==> src/hdl/bbc_pkg.sv <==
// Shared constants and control types for the LRU buffer cache.
// Used by bbc_ctrl, bbc_dp and the top level block_buffer_cache_lru.
// No dependencies.
`default_nettype none

package bbc_pkg;

    localparam int SLOTS  = 32;
    localparam int SLOT_W = $clog2(SLOTS);
    // levels of the pairwise oldest-slot reduction
    localparam int LVLS   = $clog2(SLOTS);
    localparam int CAND_N = 1 << LVLS;
    localparam int LVL_W  = (LVLS > 1) ? $clog2(LVLS) : 1;

    localparam logic [1:0] OP_READ    = 2'd0;
    localparam logic [1:0] OP_RELEASE = 2'd1;
    localparam logic [1:0] OP_PIN     = 2'd2;
    localparam logic [1:0] OP_UNPIN   = 2'd3;

    localparam logic [1:0] ST_OK     = 2'd0;
    localparam logic [1:0] ST_NOFREE = 2'd1;
    localparam logic [1:0] ST_COUNT  = 2'd2;

    localparam logic [7:0] RC_MAX = 8'hFF;

    typedef struct packed {
        logic load;    // capture request, tag match and candidate row
        logic reduce;  // one level of the oldest-slot reduction
        logic commit;  // apply state update and fill the output register
    } dp_cmd_t;

    typedef struct packed {
        logic in_miss; // request on the input ports is a read that misses
    } dp_stat_t;

endpackage

`default_nettype wire

==> src/hdl/bbc_ctrl.sv <==
// Controller of the LRU buffer cache: input handshake, reduction
// sequencing, commit and output valid. Depends on bbc_pkg.
`default_nettype none

module bbc_ctrl (
    input  wire logic              clk,
    input  wire logic              rst_n,
    input  wire logic              in_valid,
    output logic                   in_ready,
    output logic                   out_valid,
    input  wire logic              out_ready,
    output bbc_pkg::dp_cmd_t       cmd,
    input  wire bbc_pkg::dp_stat_t stat
);

    typedef enum logic [1:0] {
        S_IDLE,
        S_SEARCH,
        S_FINISH
    } state_t;

    state_t                    state_reg, state_next;
    logic [bbc_pkg::LVL_W-1:0] lvl_reg, lvl_next;
    logic                      out_valid_reg, out_valid_next;
    logic                      out_free;

    assign out_free = !out_valid_reg || out_ready;

    always_comb
    begin
        state_next     = state_reg;
        lvl_next       = lvl_reg;
        out_valid_next = out_valid_reg;
        cmd            = '0;
        if (out_valid_reg && out_ready)
            out_valid_next = 1'b0;
        case (state_reg)
            S_IDLE:
            begin
                if (in_valid)
                begin
                    cmd.load   = 1'b1;
                    state_next = stat.in_miss ? S_SEARCH : S_FINISH;
                end
            end
            S_SEARCH:
            begin
                cmd.reduce = 1'b1;
                if (lvl_reg == bbc_pkg::LVL_W'(bbc_pkg::LVLS - 1))
                begin
                    lvl_next   = '0;
                    state_next = S_FINISH;
                end
                else
                    lvl_next = lvl_reg + 1'b1;
            end
            S_FINISH:
            begin
                // hold the result until the output register frees up
                if (out_free)
                begin
                    cmd.commit     = 1'b1;
                    out_valid_next = 1'b1;
                    state_next     = S_IDLE;
                end
            end
            default:
            begin
                state_next = S_IDLE;
                lvl_next   = '0;
            end
        endcase
    end

    always_ff @(posedge clk or negedge rst_n)
    begin
        if (!rst_n)
        begin
            state_reg     <= S_IDLE;
            lvl_reg       <= '0;
            out_valid_reg <= 1'b0;
        end
        else
        begin
            state_reg     <= state_next;
            lvl_reg       <= lvl_next;
            out_valid_reg <= out_valid_next;
        end
    end

    assign in_ready  = (state_reg == S_IDLE);
    assign out_valid = out_valid_reg;

`ifndef SYNTHESIS
    a_commit_free: assert property (@(posedge clk) disable iff (!rst_n)
        cmd.commit |-> out_free)
        else $error("commit would overwrite an untaken result");

    a_one_item: assert property (@(posedge clk) disable iff (!rst_n)
        in_valid && in_ready |=> !in_ready)
        else $error("second beat accepted while an item is in flight");

    a_lvl_idle: assert property (@(posedge clk) disable iff (!rst_n)
        state_reg != S_SEARCH |-> lvl_reg == '0)
        else $error("reduction level counter left nonzero");

    a_commit_result: assert property (@(posedge clk) disable iff (!rst_n)
        cmd.commit |=> out_valid_reg)
        else $error("commit did not raise output valid");
`endif

endmodule

`default_nettype wire

==> config.mk <==
export PLATFORM = sky130hd
export DESIGN_NAME = bbc_ctrl
export DESIGN_NICKNAME = d
export VERILOG_FILES = /design/src/hdl/bbc_pkg.sv /design/src/hdl/bbc_ctrl.sv
export SDC_FILE = /design/constraint.sdc
export NUM_CORES = 1
export LEC_CHECK = 0
export BUFFER_PORTS_ARGS = -buffer_cell sky130_fd_sc_hd__buf_2
export CAP_MARGIN = 10
export CORE_AREA = 2 2 39 41
export DETAILED_ROUTE_END_ITERATION = 10
export DIE_AREA = 0 0 41 43
export GPL_ROUTABILITY_DRIVEN = 0
export MAX_ROUTING_LAYER = met4
export PLACE_DENSITY = 0.48
export SYNTH_ARGS = -nofsm -noshare
export SYNTH_HDL_FRONTEND = slang
export SYNTH_SLANG_ARGS = --single-unit
==> constraint.sdc <==
create_clock -name clk -period 3.6 [get_ports clk]
set_input_delay 1.08 -clock clk [delete_from_list [all_inputs] [get_ports clk]]
set_output_delay 1.08 -clock clk [all_outputs]
set_load 0.005 [all_outputs]
After elaboration in Yosys (flattened, before gate mapping)
Cells that the tools add are included.
Operators by class
  add/sub/neg operators: 1
  multipliers: 0
  divide/modulo/power cells: 0
  magnitude comparators: 0
  eq/ne operators: 6
  shift-type cells: 0
  muxes and demuxes: 15
  bitwise logic cells: 0
  reduce and logical (&&, ||, !) cells: 6
Operators by type and width (number)
  $mux 1: 8
  $mux 2: 4
  $ne 2x2->1 const B: 3
  $pmux 2 s3: 1
  $pmux 3 s2: 1
  $add 3x1->3 const B: 1
  $eq 3x3->1 const B: 1
  $mux 3: 1
  $reduce_and 3->1: 1
  $eq 2x1->1 const B: 1
  $eq 2x2->1 const B: 1
  $logic_not 2->1: 1
  $reduce_or 2->1: 1
  $logic_and 1x1->1: 1
  $logic_not 1->1: 1
  $logic_or 1x1->1: 1
Word-level totals
  bits in registers: 6
  latch bits: 0
  bits in writable memories: 0
  bits in read-only memories: 0
  input bits: 5
  output and inout bits: 5
  logic and storage cells: 31
  memories kept: 0

Logic depth before layout (Yosys ltp)
  depth after elaboration: 4
  mapped depth: 4
  gate-level depth less buffers: 4

Least setup slack after synthesis
Ideal clock, no wire load.
  path type: input to output
  from: input out_ready
  to: output cmd[0] (netlist name)
  arrival: 1.380 ns
  required time: 2.520 ns
  setup slack: 1.140 ns
  cell stages on the path: 2
  path buffers: 0
  path through: nand2b_1 > nor2b_1
RTL lines
  start: declaration: RTL line bbc_ctrl.sv:11  | input wire logic out_ready,
  end: declaration: RTL line bbc_ctrl.sv:12  | output bbc_pkg::dp_cmd_t cmd,

==> summary.md <==
| Metric | Value |
|---|---|
| Status | `complete, no violations` |
| Share of cells above drive strength 1 | `33.3%` |
| Register Area | `150 µm²` |
| Commonest non-fill, non-tap cell in the layout | `buf_2` |
| Synth Register Bits | `6` |
| Chip height | `43 µm` |
| P per Cell Area | `802 nW/µm²` |
| Startpoint Class | `primary input` |
| Maxcap violations | `0` |
| Max clock buf depth | `2` |
| Top Family by Delay on Critical Path | `simple AND/OR/NAND/NOR gates` |
| CP Max Fanout | `3` |
| PortBufs | `9` |
| Largest net degree at the start of global routing | `11` |
| Placed cell count | `58` |
| Root Driver | `clkbuf_4` |
| Main synth FF type | `dfrtp_1` |
| Post-Layout Inst Area | `429 µm²` |
| Post-layout minimum cycle time | `2680 ps` |
| Clk Latency, worst-skew pair | `250 ps` |
| Antenna Cells | `0` |
| WL per Instance | `9.92 µm` |
| Initial detailed-routing violation count | `9` |
| Worst rel slew slack | `82.7%` |
| Ranking of synthesized cells by area | `dfrtp_1 43%, nand2b_1 8.9%, ha_1 7.1%` |
| Final WL | `605 µm` |
| Setup TNS | `0 ps` |
| Post-synthesis cell area | `353 µm²` |
| Antenna violations before repair | `0` |
| Fmax | `373 MHz` |
| Initial Util | `25.5%` |
| # nets final | `54` |
| Die Area | `1760 µm²` |
| Clock slew seen by the registers of the worst setup and hold paths | `50 ps` |
| Avg Inst Size Synth | `10.4 µm²` |
| Mapped Nets | `41` |
| Largest area contributor in the netlist | `dfrtp_1` |
| Cell depth of the worst setup path | `4` |
| First-pass GRT wire length | `890 µm` |
| Yosys cell types | `18` |
| Most common cell on crit path | `buf_2` |
| Number of global-route vias before repair | `224` |
| DRC Markers | `0` |
| H-tree levels | `1` |
| Crit path DAT | `1600 ps` |
| RSZ-0062 raised after global routing | `no` |
| Slew @ Worst Pin | `259 ps` |
| Crit path max-delay cell type | `nand2b_1` |
| WHS Path Cells | `1` |
| Core Rows | `14` |
| Synth async-reset ratio | `100%` |
| GRT Residual Overflow | `0` |
| Synth warn | `0` |
| Router iterations before antenna repair | `4` |
| Clock skew | `0.942 ps` |
| # clock sinks | `6` |
| Post-DRT Antenna Nets | `0` |
| Final Util | `31.0%` |
| Num ports | `10` |
| Final hold slack | `530 ps` |
| Total track usage | `8.29%` |
| Worst path cell trace | `buf_2 > nand2b_1 > nor2b_1 > buf_2` |
| Peak VDD IR | `0.249 mV` |
| Lkg Pwr | `0.213 nW` |
| Vias | `271` |
| CP Data Required Time | `2520 ps` |
| Largest register FFs | `3` |
| Reg2reg path depth | `4` |
| EDFF count, synth | `0` |
| Final-report hold violation count | `0` |
| Type of the worst min-delay path | `reg2reg` |
| Post-CTS Resized | `0` |
| CP bufs+invs | `2` |
| Hold_buf cts | `0` |
| Multi-input gate area | `176 µm²` |
| Via density | `4.44` |
| Synth top area share | `42.6%` |
| Sequential element share of the synthesized area | `42.6%` |
| CTS Buf Count | `3` |
| Worst path max stage delay | `170 ps` |
| Fill cells | `153` |
| Fin. max-slew vios | `0` |
| Critical Path Sink Type | `output port` |
| CTS tree | `done` |
| Finished Layout Cells | `61` |
| Most frequent cells in the layout | `9 x buf_2, 6 x dfrtp_1, 5 x nand2b_1` |
| # setup viols final | `0` |
| Area Overhead vs Synth | `21.6%` |
| Area of placed instances | `407 µm²` |
| Postcts setup bufs | `0` |
| Cells after synthesis | `34` |
| Die width | `41 µm` |
| Hpwl dp | `466 µm` |
| Core Area | `1380 µm²` |
| Critical path class | `in2out` |
| Final period util | `74.5%` |
==> layer usage <==
layer / global-route usage, % / up-vias / share of wire, %
li1: - / 139 / -
met3: 3.14 / 3 / 9.3
met5: - / - / 0
met1: 10.9 / 118 / 48
met4: 8.00 / 0 / 4.5
met2: 9.06 / 11 / 38
==> per-stage QoR <==
stage	total power [mW]	setup slack (ps)
floorplan	0.245	1140
global placement	0.283	911
detailed placement	0.283	915
CTS	0.349	915
global route	0.377	898
finish	0.344	919
==> final cells by class <==
cell class                      count  area share, %
Inverter                            4           3.50
Multi-Input combinational cell     23           41.1
Tap cell                           16           4.66
Clock buffer                        3           5.25
Timing Repair Buffer                9           10.5
Sequential cell                     6           35.0
==> worst paths after layout <==
kind                                             to                    from  slack [ps]
max                                          cmd[0]               out_ready         920
min reg2reg                  lvl_reg[0]$_DFFE_PN0N_  lvl_reg[0]$_DFFE_PN0N_         530
min                          lvl_reg[0]$_DFFE_PN0N_  lvl_reg[0]$_DFFE_PN0N_         530
max reg2reg                  lvl_reg[2]$_DFFE_PN0N_  lvl_reg[0]$_DFFE_PN0N_        2300
min in group asynchronous    lvl_reg[2]$_DFFE_PN0N_                   rst_n         650
max in group asynchronous  state_reg[1]$_DFFE_PN0P_                   rst_n        2810
==> synthesized netlist by cell type, types with 2 or more instances <==
| cell | instances |
|---|---|
| dfrtp_1 | 6 |
| and2_1 | 2 |
| nand2b_1 | 5 |
| ha_1 | 2 |
| nand2_1 | 3 |
| inv_1 | 4 |
==> kinds of logic (layout without fill, tap and decap cells) <==
group	count (synthesis)	count (layout)	synth area share, %
fa+ha+maj	2	2	7.09
compound gates	6	6	15.6
buf+inv	5	16	7.45
flops	6	6	42.6
simple gates	15	15	27.3
==> power breakdown <==
part	switching, mW	internal (mW)
combinational	0.0649	0.0786
sequential	0.0368	0.0987
clock	0.0273	0.0379
Note: power is estimated with default switching activity, not from simulation.
